==> src/rtl/core/spnh_pkg.sv <==
// Shared types and constants for the shortest path next hop block.
`default_nettype none

package spnh_pkg;

  localparam int NODE_BITS      = 3;
  localparam int WEIGHT_IN_BITS = 24;
  localparam int CFG_INDEX_BITS = 2;
  localparam int ADJ_BITS       = 64;

  // Configuration register indexes
  localparam logic [CFG_INDEX_BITS-1:0] CFG_SOURCE_NODE = 2'd0;
  localparam logic [CFG_INDEX_BITS-1:0] CFG_ADJACENCY   = 2'd1;

  // Input opcodes
  localparam logic OP_WRITE_WEIGHT = 1'b0;
  localparam logic OP_QUERY        = 1'b1;

  // Result status codes
  localparam logic [1:0] STATUS_OK          = 2'd0;
  localparam logic [1:0] STATUS_UNREACHABLE = 2'd1;
  localparam logic [1:0] STATUS_IS_SOURCE   = 2'd2;

  typedef struct packed {
    logic                      opcode;
    logic [NODE_BITS-1:0]      node_index;
    logic [WEIGHT_IN_BITS-1:0] weight_value;
    logic [NODE_BITS-1:0]      destination;
  } in_word_t;

  typedef struct packed {
    logic [NODE_BITS-1:0] next_hop;
    logic [1:0]           status;
  } out_word_t;

  typedef enum logic [2:0] {
    ST_IDLE,
    ST_CHECK,
    ST_SCAN,
    ST_COMMIT,
    ST_WALK_START,
    ST_WALK,
    ST_FINISH
  } state_t;

  typedef struct packed {
    logic                 accept;
    logic                 init;
    logic                 scan_step;
    logic                 commit;
    logic                 walk_init;
    logic                 walk_step;
    logic                 load_result;
    logic [1:0]           result_status;
    logic [NODE_BITS-1:0] idx;
  } dp_cmd_t;

  typedef struct packed {
    logic query_bad;
    logic query_self;
    logic best_have;
    logic dest_reached;
    logic parent_is_src;
  } dp_status_t;

endpackage

`default_nettype wire

==> src/rtl/core/spnh_dp.sv <==
// Datapath: node weights, path costs, parent links, selection and relaxation.
`default_nettype none

module spnh_dp #(
  parameter int NODES       = 8,
  parameter int WEIGHT_BITS = 24
) (
  input  wire                                    clk,
  input  wire                                    rst_n,
  input  spnh_pkg::in_word_t                     in_data,
  input  wire                                    cfg_valid,
  input  wire [spnh_pkg::CFG_INDEX_BITS-1:0]     cfg_index,
  input  wire [spnh_pkg::ADJ_BITS-1:0]           cfg_data,
  input  spnh_pkg::dp_cmd_t                      cmd,
  output spnh_pkg::dp_status_t                   status,
  output spnh_pkg::out_word_t                    out_data
);

  localparam int IDX_W = $clog2(NODES);
  localparam int CW    = WEIGHT_BITS + 3;

  logic [WEIGHT_BITS-1:0]            weight_r [NODES];
  logic [CW-1:0]                     cost_r   [NODES];
  logic [IDX_W-1:0]                  parent_r [NODES];
  logic [NODES-1:0]                  reached_r;
  logic [NODES-1:0]                  done_r;
  logic [spnh_pkg::NODE_BITS-1:0]    src_r;
  logic [spnh_pkg::ADJ_BITS-1:0]     adj_r;
  logic [spnh_pkg::NODE_BITS-1:0]    dest_r;
  logic                              best_have_r;
  logic                              best_reached_r;
  logic [CW-1:0]                     best_cost_r;
  logic [IDX_W-1:0]                  sel_r;
  logic [IDX_W-1:0]                  walk_node_r;
  spnh_pkg::out_word_t               out_r;

  logic [IDX_W-1:0]                  scan_idx;
  logic [IDX_W-1:0]                  src_idx;
  logic [IDX_W-1:0]                  dest_idx;
  logic                              cand_reached;
  logic [CW-1:0]                     cand_cost;
  logic                              take;
  logic [CW-1:0]                     relax_sum [NODES];
  logic [NODES-1:0]                  relax_hit;
  logic [spnh_pkg::NODE_BITS-1:0]    sel_wide;
  logic [IDX_W-1:0]                  walk_parent;
  logic                              in_node_ok;

  assign scan_idx     = cmd.idx[IDX_W-1:0];
  assign src_idx      = src_r[IDX_W-1:0];
  assign dest_idx     = dest_r[IDX_W-1:0];
  assign cand_reached = reached_r[scan_idx];
  assign cand_cost    = cost_r[scan_idx];
  assign sel_wide     = spnh_pkg::NODE_BITS'(sel_r);
  assign walk_parent  = parent_r[walk_node_r];
  assign in_node_ok   = int'(in_data.node_index) < NODES;

  // Selection: smallest reached cost, unreached counts as infinite, ties go high.
  always_comb begin
    if (done_r[scan_idx]) begin
      take = 1'b0;
    end else if (!best_have_r) begin
      take = 1'b1;
    end else if (cand_reached) begin
      take = !best_reached_r || (cand_cost <= best_cost_r);
    end else begin
      take = !best_reached_r;
    end
  end

  // Relax every neighbor of the selected node at once; a tie replaces the path.
  always_comb begin
    for (int j = 0; j < NODES; j++) begin
      relax_sum[j] = best_cost_r + CW'(weight_r[j]);
      relax_hit[j] = (IDX_W'(j) != sel_r) && !done_r[j] &&
                     adj_r[{sel_wide, spnh_pkg::NODE_BITS'(j)}] &&
                     (!reached_r[j] || (relax_sum[j] <= cost_r[j]));
    end
  end

  assign status.query_bad     = (int'(src_r) >= NODES) || (int'(dest_r) >= NODES);
  assign status.query_self    = dest_r == src_r;
  assign status.best_have     = best_have_r;
  assign status.dest_reached  = reached_r[dest_idx];
  assign status.parent_is_src = spnh_pkg::NODE_BITS'(walk_parent) == src_r;

  assign out_data = out_r;

  always_ff @(posedge clk) begin
    if (!rst_n) begin
      for (int j = 0; j < NODES; j++) begin
        weight_r[j] <= '0;
      end
      reached_r   <= '0;
      done_r      <= '0;
      src_r       <= '0;
      adj_r       <= '0;
      best_have_r <= 1'b0;
    end else begin
      if (cfg_valid) begin
        unique case (cfg_index)
          spnh_pkg::CFG_SOURCE_NODE: src_r <= cfg_data[spnh_pkg::NODE_BITS-1:0];
          spnh_pkg::CFG_ADJACENCY:   adj_r <= cfg_data;
          default: ;
        endcase
      end
      if (cmd.accept && in_data.opcode == spnh_pkg::OP_WRITE_WEIGHT && in_node_ok) begin
        weight_r[in_data.node_index[IDX_W-1:0]] <= WEIGHT_BITS'(in_data.weight_value);
      end
      if (cmd.init) begin
        done_r      <= '0;
        // only the source starts out reached
        reached_r   <= {{(NODES-1){1'b0}}, 1'b1} << src_idx;
        best_have_r <= 1'b0;
      end
      if (cmd.scan_step && take) begin
        best_have_r <= 1'b1;
      end
      if (cmd.commit) begin
        done_r[sel_r] <= 1'b1;
        best_have_r   <= 1'b0;
        if (best_reached_r) begin
          reached_r <= reached_r | relax_hit;
        end
      end
    end
  end

  always_ff @(posedge clk) begin
    if (cmd.accept) begin
      dest_r <= in_data.destination;
    end
    if (cmd.init) begin
      cost_r[src_idx]   <= '0;
      parent_r[src_idx] <= src_idx;
    end
    if (cmd.scan_step && take) begin
      best_reached_r <= cand_reached;
      best_cost_r    <= cand_cost;
      sel_r          <= scan_idx;
    end
    if (cmd.commit && best_reached_r) begin
      for (int j = 0; j < NODES; j++) begin
        if (relax_hit[j]) begin
          cost_r[j]   <= relax_sum[j];
          parent_r[j] <= sel_r;
        end
      end
    end
    if (cmd.walk_init) begin
      walk_node_r <= dest_idx;
    end
    if (cmd.walk_step) begin
      walk_node_r <= walk_parent;
    end
    if (cmd.load_result) begin
      out_r.status   <= cmd.result_status;
      out_r.next_hop <= (cmd.result_status == spnh_pkg::STATUS_OK) ?
                        spnh_pkg::NODE_BITS'(walk_node_r) : '0;
    end
  end

endmodule

`default_nettype wire

==> src/rtl/core/spnh_ctrl.sv <==
// Controller: sequences the node scan, relax, parent walk and result word.
`default_nettype none

module spnh_ctrl #(
  parameter int NODES = 8
) (
  input  wire                   clk,
  input  wire                   rst_n,
  input  wire                   in_valid,
  input  wire                   in_opcode,
  output logic                  in_stall,
  output logic                  out_valid,
  input  wire                   out_stall,
  output spnh_pkg::dp_cmd_t     cmd,
  input  spnh_pkg::dp_status_t  status
);

  localparam int               IDX_W      = $clog2(NODES);
  localparam logic [IDX_W-1:0] LAST_IDX   = IDX_W'(NODES - 1);
  localparam logic [IDX_W-1:0] LAST_ROUND = IDX_W'(NODES - 2);

  spnh_pkg::state_t state_r, state_nxt;
  logic [IDX_W-1:0] idx_r, idx_nxt;
  logic [IDX_W-1:0] round_r, round_nxt;
  logic [1:0]       result_r, result_nxt;
  logic             out_valid_r, out_valid_nxt;

  always_ff @(posedge clk) begin
    if (!rst_n) begin
      state_r     <= spnh_pkg::ST_IDLE;
      idx_r       <= '0;
      round_r     <= '0;
      result_r    <= spnh_pkg::STATUS_OK;
      out_valid_r <= 1'b0;
    end else begin
      state_r     <= state_nxt;
      idx_r       <= idx_nxt;
      round_r     <= round_nxt;
      result_r    <= result_nxt;
      out_valid_r <= out_valid_nxt;
    end
  end

  always_comb begin
    state_nxt         = state_r;
    idx_nxt           = idx_r;
    round_nxt         = round_r;
    result_nxt        = result_r;
    cmd               = '0;
    cmd.result_status = result_r;
    cmd.idx           = spnh_pkg::NODE_BITS'(idx_r);

    unique case (state_r)
      spnh_pkg::ST_IDLE: begin
        if (in_valid) begin
          cmd.accept = 1'b1;
          if (in_opcode == spnh_pkg::OP_QUERY) begin
            state_nxt = spnh_pkg::ST_CHECK;
          end
        end
      end
      spnh_pkg::ST_CHECK: begin
        if (status.query_bad) begin
          result_nxt = spnh_pkg::STATUS_UNREACHABLE;
          state_nxt  = spnh_pkg::ST_FINISH;
        end else if (status.query_self) begin
          result_nxt = spnh_pkg::STATUS_IS_SOURCE;
          state_nxt  = spnh_pkg::ST_FINISH;
        end else begin
          cmd.init  = 1'b1;
          idx_nxt   = '0;
          round_nxt = '0;
          state_nxt = spnh_pkg::ST_SCAN;
        end
      end
      spnh_pkg::ST_SCAN: begin
        cmd.scan_step = 1'b1;
        if (idx_r == LAST_IDX) begin
          state_nxt = spnh_pkg::ST_COMMIT;
        end else begin
          idx_nxt = idx_r + 1'b1;
        end
      end
      spnh_pkg::ST_COMMIT: begin
        // no candidate left: stop the rounds early
        if (!status.best_have) begin
          state_nxt = spnh_pkg::ST_WALK_START;
        end else begin
          cmd.commit = 1'b1;
          if (round_r == LAST_ROUND) begin
            state_nxt = spnh_pkg::ST_WALK_START;
          end else begin
            round_nxt = round_r + 1'b1;
            idx_nxt   = '0;
            state_nxt = spnh_pkg::ST_SCAN;
          end
        end
      end
      spnh_pkg::ST_WALK_START: begin
        if (!status.dest_reached) begin
          result_nxt = spnh_pkg::STATUS_UNREACHABLE;
          state_nxt  = spnh_pkg::ST_FINISH;
        end else begin
          cmd.walk_init = 1'b1;
          result_nxt    = spnh_pkg::STATUS_OK;
          idx_nxt       = '0;
          state_nxt     = spnh_pkg::ST_WALK;
        end
      end
      spnh_pkg::ST_WALK: begin
        if (status.parent_is_src) begin
          state_nxt = spnh_pkg::ST_FINISH;
        end else begin
          cmd.walk_step = 1'b1;
          if (idx_r == LAST_IDX) begin
            state_nxt = spnh_pkg::ST_FINISH;
          end else begin
            idx_nxt = idx_r + 1'b1;
          end
        end
      end
      spnh_pkg::ST_FINISH: begin
        // wait for the output register to free up
        if (!out_valid_r || !out_stall) begin
          cmd.load_result = 1'b1;
          state_nxt       = spnh_pkg::ST_IDLE;
        end
      end
      default: begin
        state_nxt = spnh_pkg::ST_IDLE;
      end
    endcase
  end

  always_comb begin
    if (cmd.load_result) begin
      out_valid_nxt = 1'b1;
    end else if (!out_stall) begin
      out_valid_nxt = 1'b0;
    end else begin
      out_valid_nxt = out_valid_r;
    end
  end

  assign in_stall  = state_r != spnh_pkg::ST_IDLE;
  assign out_valid = out_valid_r;

endmodule

`default_nettype wire

==> src/rtl/core/shortest_path_next_hop.sv <==
// Top level of the shortest path next hop block.
`default_nettype none

// Keeps one load weight per node and answers next-hop queries by running
// dense Dijkstra from the configured source over the configured adjacency
// matrix, where entering a node costs its weight. A weight write word leaves
// the block ready for the next word. A query whose source or destination
// is out of range, or whose destination is the source, is answered without
// a search. Any other query holds off further words while each selection
// round scans the nodes one per cycle through a single compare unit, then
// relaxes all neighbors of the selected node at once, and the
// parent walk follows one link per cycle. A finished query also holds for as
// long as an earlier result still sits stalled in the output register. The
// result sits in an output register, so the next word is taken while a result
// waits to be taken.
// Configuration writes are always ready and must only be issued while idle.
module shortest_path_next_hop #(
  parameter int NODES       = 8,
  parameter int WEIGHT_BITS = 24
) (
  input  wire                                  clk,
  input  wire                                  rst_n,
  input  wire                                  in_valid,
  output logic                                 in_stall,
  input  spnh_pkg::in_word_t                   in_data,
  output logic                                 out_valid,
  input  wire                                  out_stall,
  output spnh_pkg::out_word_t                  out_data,
  input  wire                                  cfg_valid,
  output logic                                 cfg_ready,
  input  wire [spnh_pkg::CFG_INDEX_BITS-1:0]   cfg_index,
  input  wire [spnh_pkg::ADJ_BITS-1:0]         cfg_data
);

  spnh_pkg::dp_cmd_t    cmd;
  spnh_pkg::dp_status_t dp_stat;

  assign cfg_ready = 1'b1;

  spnh_ctrl #(
    .NODES (NODES)
  ) u_ctrl (
    .clk       (clk),
    .rst_n     (rst_n),
    .in_valid  (in_valid),
    .in_opcode (in_data.opcode),
    .in_stall  (in_stall),
    .out_valid (out_valid),
    .out_stall (out_stall),
    .cmd       (cmd),
    .status    (dp_stat)
  );

  spnh_dp #(
    .NODES       (NODES),
    .WEIGHT_BITS (WEIGHT_BITS)
  ) u_dp (
    .clk       (clk),
    .rst_n     (rst_n),
    .in_data   (in_data),
    .cfg_valid (cfg_valid && cfg_ready),
    .cfg_index (cfg_index),
    .cfg_data  (cfg_data),
    .cmd       (cmd),
    .status    (dp_stat),
    .out_data  (out_data)
  );

  a_cmd_exclusive: assert property (@(posedge clk) disable iff (!rst_n)
    $onehot0({cmd.accept, cmd.init, cmd.scan_step, cmd.commit,
              cmd.walk_init, cmd.walk_step, cmd.load_result}))
    else $error("datapath commands overlap");

  a_hop_zero_on_error: assert property (@(posedge clk) disable iff (!rst_n)
    out_valid && (out_data.status != spnh_pkg::STATUS_OK) |-> out_data.next_hop == '0)
    else $error("next hop not zero on error status");

  a_result_after_busy: assert property (@(posedge clk) disable iff (!rst_n)
    $rose(out_valid) |-> $past(in_stall))
    else $error("result appeared without a query in progress");

  a_query_busy: assert property (@(posedge clk) disable iff (!rst_n)
    in_valid && !in_stall && (in_data.opcode == spnh_pkg::OP_QUERY) |=> in_stall)
    else $error("query accepted without going busy");

endmodule

`default_nettype wire

==> config.mk <==
export PLATFORM = sky130hd
export DESIGN_NAME = shortest_path_next_hop
export DESIGN_NICKNAME = d
export VERILOG_FILES = /design/src/rtl/core/spnh_pkg.sv /design/src/rtl/core/spnh_dp.sv /design/src/rtl/core/spnh_ctrl.sv /design/src/rtl/core/shortest_path_next_hop.sv
export SDC_FILE = /design/constraint.sdc
export NUM_CORES = 2
export LEC_CHECK = 0
export ABC_AREA = 0
export BUFFER_PORTS_ARGS = -buffer_cell sky130_fd_sc_hd__buf_2
export CAP_MARGIN = 20
export CORE_MARGIN = 2
export CORE_UTILIZATION = 45
export DETAILED_ROUTE_END_ITERATION = 7
export PLACE_DENSITY = 0.69
export SYNTH_ARGS = -nofsm -noshare
export SYNTH_HDL_FRONTEND = slang
export SYNTH_HIERARCHICAL = 1
export SYNTH_SLANG_ARGS = --single-unit
==> constraint.sdc <==
create_clock -name clk -period 13.1 [get_ports clk]
set_input_delay 1.31 -clock clk [delete_from_list [all_inputs] [get_ports clk]]
set_output_delay 1.31 -clock clk [all_outputs]
set_load 0.05 [all_outputs]
# After elaboration in Yosys (flattened, before gate mapping)
# Memory sizes are Yosys's and may differ from the RTL's. A register that Yosys moved wholly into a read port is not among the register bits.
# Index checks and enable logic that the tools add are counted.
[word_totals]
romBits = 0
input_bits = 102
reg_bits = 138
mem_count = 3
output_inout_bits = 8
latchBits = 0
wordCells = 281
ram_bits = 432
[memory_table]
columns = ["memory", "words", "word_bits", "rd", "rd_clocked_by_memory_dff", "write_ports", "line", "source"]
rows = [
  ["u_dp.cost_r", 8, 27, 9, 1, 8, "spnh_dp.sv:23", "logic [CW-1:0] cost_r [NODES];"],
  ["u_dp.weight_r", 8, 24, 8, 0, 8, "spnh_dp.sv:22", "logic [WEIGHT_BITS-1:0] weight_r [NODES];"],
  ["u_dp.parent_r", 8, 3, 1, 1, 8, "spnh_dp.sv:24", "logic [IDX_W-1:0] parent_r [NODES];"],
]
[op_classes]
bitwise = 4
shifts = 1
mul = 0
n_div = 0
addsub = 10
reduce_logical = 77
n_eq_ne = 30
magnitude_cmp = 21
mux = 118
[ops]
columns = ["operator", "count"]
rows = [
  ["27-bit less-or-equal comparator", 9],
  ["27-bit by 24-bit adder with 27-bit output", 8],
  ["3-bit two-way mux", 26],
  ["1-bit two-way mux", 66],
  ["6-bit by 7-bit < comparator with 1-bit output (second input constant)", 8],
  ["8-bit two-way mux", 6],
  ["1-bit binary-select mux with 3-bit select", 11],
  ["1-bit logical AND", 28],
  ["27-bit two-way mux", 1],
  ["27-bit OR reduction", 1],
  ["24-bit two-way mux", 1],
  ["24-bit OR reduction", 1],
  ["3-bit case mux with 7 select lines", 1],
  ["1-bit logical NOT", 19],
  ["8-bit OR", 2],
  ["3-bit == test (second input constant)", 5],
  ["3-bit case mux with 5 select lines", 1],
  ["3-bit by 4-bit < comparator with 1-bit output (second input constant)", 3],
  ["2-bit != test (second input constant)", 6],
  ["3-bit != test (first input constant)", 4],
  ["1-bit logical OR", 10],
  ["2-bit by 1-bit != test with 1-bit output (second input constant)", 5],
  ["2-bit nonzero test", 4],
  ["1-bit by 3-bit << shifter with 8-bit output (first input constant)", 1],
  ["24 further kinds", 34],
]

# Logic depth before layout (Yosys ltp)
# An unclocked memory read counts as a cell.
[depth]
depth_word = 10
ltp_mapped = 22
depth_no_buf = 21

# Modules after synthesis
# Netlist, hierarchy kept.
[by_module_without_submodules]
columns = ["module", "area_per_inst_um2", "cells_each", "seq_area_each_um2", "instances"]
rows = [
  ["spnh_dp", 38645.8, 3693, 15815.2, 1],
  ["spnh_ctrl", 787.0, 99, 240.2, 1],
  ["shortest_path_next_hop", 11.3, 2, 0.0, 1],
]

# Worst setup path before layout
# No wires, ideal clock.
[synth_path]
kind = "reg-to-reg"
start = "register u_dp.best_cost_r[1]"
end = "memory u_dp/cost_r[0][0] (netlist name) (enable)"
path_slack_ns = 7.002
path_stages_with_launch = 21
setup_time_ns = 0.463
arrival_ns = 5.635
required_time_ns = 12.637
n_path_buf = 2
synth_period_minus_slack_ns = 6.098
path_cell_list = "edfxtp_1 > fa_1 > a21o_1 > a21oi_1 > o21ai_0 > o21ai_0 > a211oi_1 > nand3b_1 > a211oi_1 > xnor2_1 > inv_1 > ha_1 > nand4_1 > or2_1 > or4_1 > or2_0 > or3_1 > a31o_2 > buf_6 > buf_8 > o31ai_1"
[synth_lines]
columns = ["element", "line", "source"]
rows = [
  ["start: declaration", "spnh_dp.sv:32", "logic [CW-1:0] best_cost_r;"],
  ["start signal: assignment", "spnh_dp.sv:139", "best_cost_r <= cand_cost;"],
  ["end: declaration", "spnh_dp.sv:23", ""],
]

==> out/results.txt <==
WL per Instance = 21.98 µm
number of max-cap violations = 0
Startpoint Class = flip-flop
FILL cells = 7,801
Die Span X = 300.1 µm
Setup CP Type = flip-flop to flip-flop
CTS tree = built
Root Buffer = clkbuf_16
via count = 29,390
RR Endpoint = u_dp/cost_r[0][1]$_SDFFCE_PN0P_
CTS Buf Count = 66
starting density of the core = 45.47%
post-synthesis register bit count = 565
grt ovf = 0
setup TNS = 0 ns
DRC errors left = 0
met2 WL post-DR = 51,890 µm
FF-to-FF path depth = 21
Setup Skew = 0.04351 ns
CP arrival = 7.46 ns
Clock Latency Late Sink = 0.63 ns
buffers added on ports = 101
num rows = 108
largest net degree at the start of global routing = 93
Slew @ Worst Pin = 1.075 ns
Cell Area, Synth = 0.03944 mm²
post-synth top area share = 36.09%
Leak = 19.63 nW
Post-DP HPWL = 85,030 µm
Main synth FF type = edfxtp_1
Critical Path Sink = u_dp/cost_r[0][1]$_SDFFCE_PN0P_
pwr/cell area = 148.5 mW/mm²
clock transition at the registers of the reported paths = 0.06 ns
count of different cell masters after synthesis = 90
first-pass GRT wire length = 168,300 µm
critical path endpoint category = flip-flop
gr usage total = 24.54%
EDFF count, synth = 474
Resized Gates After CTS = 0
syn nets = 4,343
DRT Pass-1 Iters = 5
reg2reg start = u_dp/best_cost_r[0]$_DFFE_PP_
placed cell area = 0.04144 mm²
Starting DRT DRC Count = 2,727
# IOs = 110
RSZ-0062 raised after global routing = false
CTS max path bufs = 3
dpl cells = 4,978
Placer Congestion = 0.9241
vias per cell = 5.763
Async S/R FF share, synth = 0%
Area growth syn-to-layout = 10.48%
Synth area leader = edfxtp_1
H-tree depth = 3
worst hold path type = flip-flop to flip-flop
vias in the first global route = 27,890
Chip Height = 300.1 µm
DR top layer = met4
Min Clock Period, post-route = 7.224 ns
CTS sink count = 565
Post-Synthesis Cells = 3,794
Max VDD drop = 0.00008711 V
post-synthesis sequential area ratio = 40.70%
final instance area = 0.04358 mm²
met3 wire len = 6983 µm
max frequency = 138.4 MHz
final setup vio count = 0
antenna violations before repair = 2
Post-Route WL = 112,100 µm
Tcrit/Tclk final = 55.14%
Antenna Nets Post-Route = 0
Crit. Startpoint = u_dp/best_cost_r[0]$_DFFE_PP_
Core Area = 0.08675 mm²
reg2reg setup slack = 5.88 ns
Critical Path RT = 13.34 ns
max-slew violation count = 0
Reg area = 0.01606 mm²
Slew HR = 28.34%
Post-Syn Area per Cell = 10.40 µm²
final hold vios = 0
Cell Count, Final, Fillers Out = 5,099
Yosys Warn Count = 6
area of the multi-input gates = 0.02175 mm²
DIE AREA = 0.09004 mm²
layout cells sized above 1 = 11.62%
nets = 4,442
post-CTS setup buffers = 0
Metal-1 WL = 48,740 µm
top cells by area, synth = edfxtp_1 36%, ha_1 14%, dfxtp_1 4.6%, mux4_2 4.2%, and2_1 4.0%
status = finished, final reports clean
Crit Path Max Fanout = 31
Post-CTS Hold Fix Bufs = 0
-- worst max-delay path: stages (launching register included) --
cell	delay (ns)
edfxtp_1	0.62
ha_1	0.36
fa_1	0.41
a21o_1	0.20
a21oi_1	0.22
o21ai_0	0.16
o21ai_0	0.37
a211oi_1	0.29
nand3b_1	0.31
a211oi_1	0.44
xnor2_1	0.19
inv_1	0.06
ha_1	0.30
nand4_1	0.16
or2_1	0.32
or4_1	0.63
or2_0	0.25
or3_1	0.32
a31o_2	0.23
buf_4	0.34
o31ai_4	0.12
buf_4	0.48
-- cells in the mapped netlist, drive strengths merged (8+ instances only) --
master	n
dfxtp	91
nor3	39
nand2b	49
or3	19
nand3	59
a211oi	25
o21a	42
or2	15
nor2	185
ha	439
nand3b	9
mux2	58
clkbuf	94
xor2	74
o31ai	13
a21oi	224
a21o	148
o211a	39
nand4	61
o21ai	139
xnor2	118
edfxtp	474
inv	350
nand2	238
a21boi	64
and3	42
o2111ai	9
mux2i	24
mux4	74
buf	27
and2	255
fa	8
o21bai	23
a31oi	38
nor2b	97
o211ai	18
-- cell type report --
class                      count  area share [%]
sequential                   565           36.86
clock buffer                  82           4.094
clock inverter                35          0.7005
antenna                        2         0.01148
inverter                     350           3.015
timing repair buffer         152           2.096
tap                         1155           3.316
multi-input combinational   2758           49.91
-- placed cells by master (no fill, tap or decap), types with 68 or more instances in the layout --
cell type	synthesis	layout
a21o_1	147	147
a21oi_1	224	222
and2_1	255	255
buf_2	9	101
clkbuf_16	0	68
dfxtp_1	91	88
edfxtp_1	474	474
ha_1	439	439
inv_1	348	348
mux4_2	74	74
nand2_1	237	237
nor2_1	175	175
nor2b_1	97	97
o21ai_0	133	121
xnor2_1	118	118
xor2_1	74	74
-- where the power goes --
| part | leakage [nW] | switching (mW) | total, mW | internal, mW |
|---|---|---|---|---|
| sequential | 4.91 | 0.158 | 2.20 | 2.04 |
| clock | 1.04 | 0.777 | 1.84 | 1.06 |
| combinational | 13.7 | 1.47 | 2.43 | 0.964 |
| total | 19.6 | 2.40 | 6.47 | 4.07 |
-- cells by family after synthesis --
family                   after synthesis  share of synthesized area (%)
AO/OA/AOI/OAI                        865                          14.76
XOR/XNOR                             192                          4.263
adder cells (fa/ha/maj)              447                          14.33
buffers and inverters                471                          4.657
flip-flops                           565                          40.70
multiplexers                         156                          6.490
other                                  2                        0.01904
AND/OR/NAND/NOR                     1096                          14.78
-- routing by layer --
metal / up-vias / GRT usage, %
met1: 14220 / 33.55
met3: 177 / 2.768
li1: 14000 / -
met5: - / 0
met2: 992 / 39.96
met4: 0 / 9.583
-- flip-flops by register name (all words and copies together), names as in the netlist, named ones only --
name,flops
u_ctrl/idx_r,3
u_ctrl/out_valid,1
u_ctrl/result_r,2
u_ctrl/round_r,3
u_ctrl/state_r,3
u_dp/adj_r,56
u_dp/best_cost_r,27
u_dp/best_have_r,1
u_dp/best_reached_r,1
u_dp/cost_r,216
u_dp/dest_idx,3
u_dp/done_r,8
u_dp/out_data,5
u_dp/parent_r,24
u_dp/reached_r,8
u_dp/sel_r,3
u_dp/src_idx,3
u_dp/walk_node_r,3
u_dp/weight_r,192
-- worst min path at each step --
stage,start,endpoint,slack [ns],cells after the start
6_report,u_dp/adj_r[13]$_SDFFE_PN0P_,u_dp/adj_r[13]$_SDFFE_PN0P_,0.46,2
5_1_grt,u_dp/adj_r[26]$_SDFFE_PN0P_,u_dp/adj_r[26]$_SDFFE_PN0P_,0.49,2
4_1_cts,u_dp/adj_r[3]$_SDFFE_PN0P_,u_dp/adj_r[3]$_SDFFE_PN0P_,0.47,2
3_5_place_dp,u_ctrl/result_r[1]$_SDFFE_PN0P_,u_dp/out_data[1]$_DFFE_PP_,0.45,0
3_3_place_gp,u_ctrl/result_r[1]$_SDFFE_PN0P_,u_dp/out_data[1]$_DFFE_PP_,0.45,0
2_1_floorplan,u_ctrl/result_r[1]$_SDFFE_PN0P_,u_dp/out_data[1]$_DFFE_PP_,0.43,0
-- metrics by stage --
stage / utilization [%] / setup WS (ns) / total power [mW] / hold slack [ns]
2_1_floorplan: - / 7.002 / 3.906 / 0.4308
3_3_place_gp: 47.77 / 6.092 / 4.570 / 0.4469
3_5_place_dp: 47.77 / 6.047 / 4.610 / 0.4505
4_1_cts: 50.18 / 6.011 / 6.470 / 0.4666
5_1_grt: 50.23 / 5.623 / 6.814 / 0.4852
6_report: 50.23 / 5.876 / 6.470 / 0.4641
(Power assumes the default switching activity.)
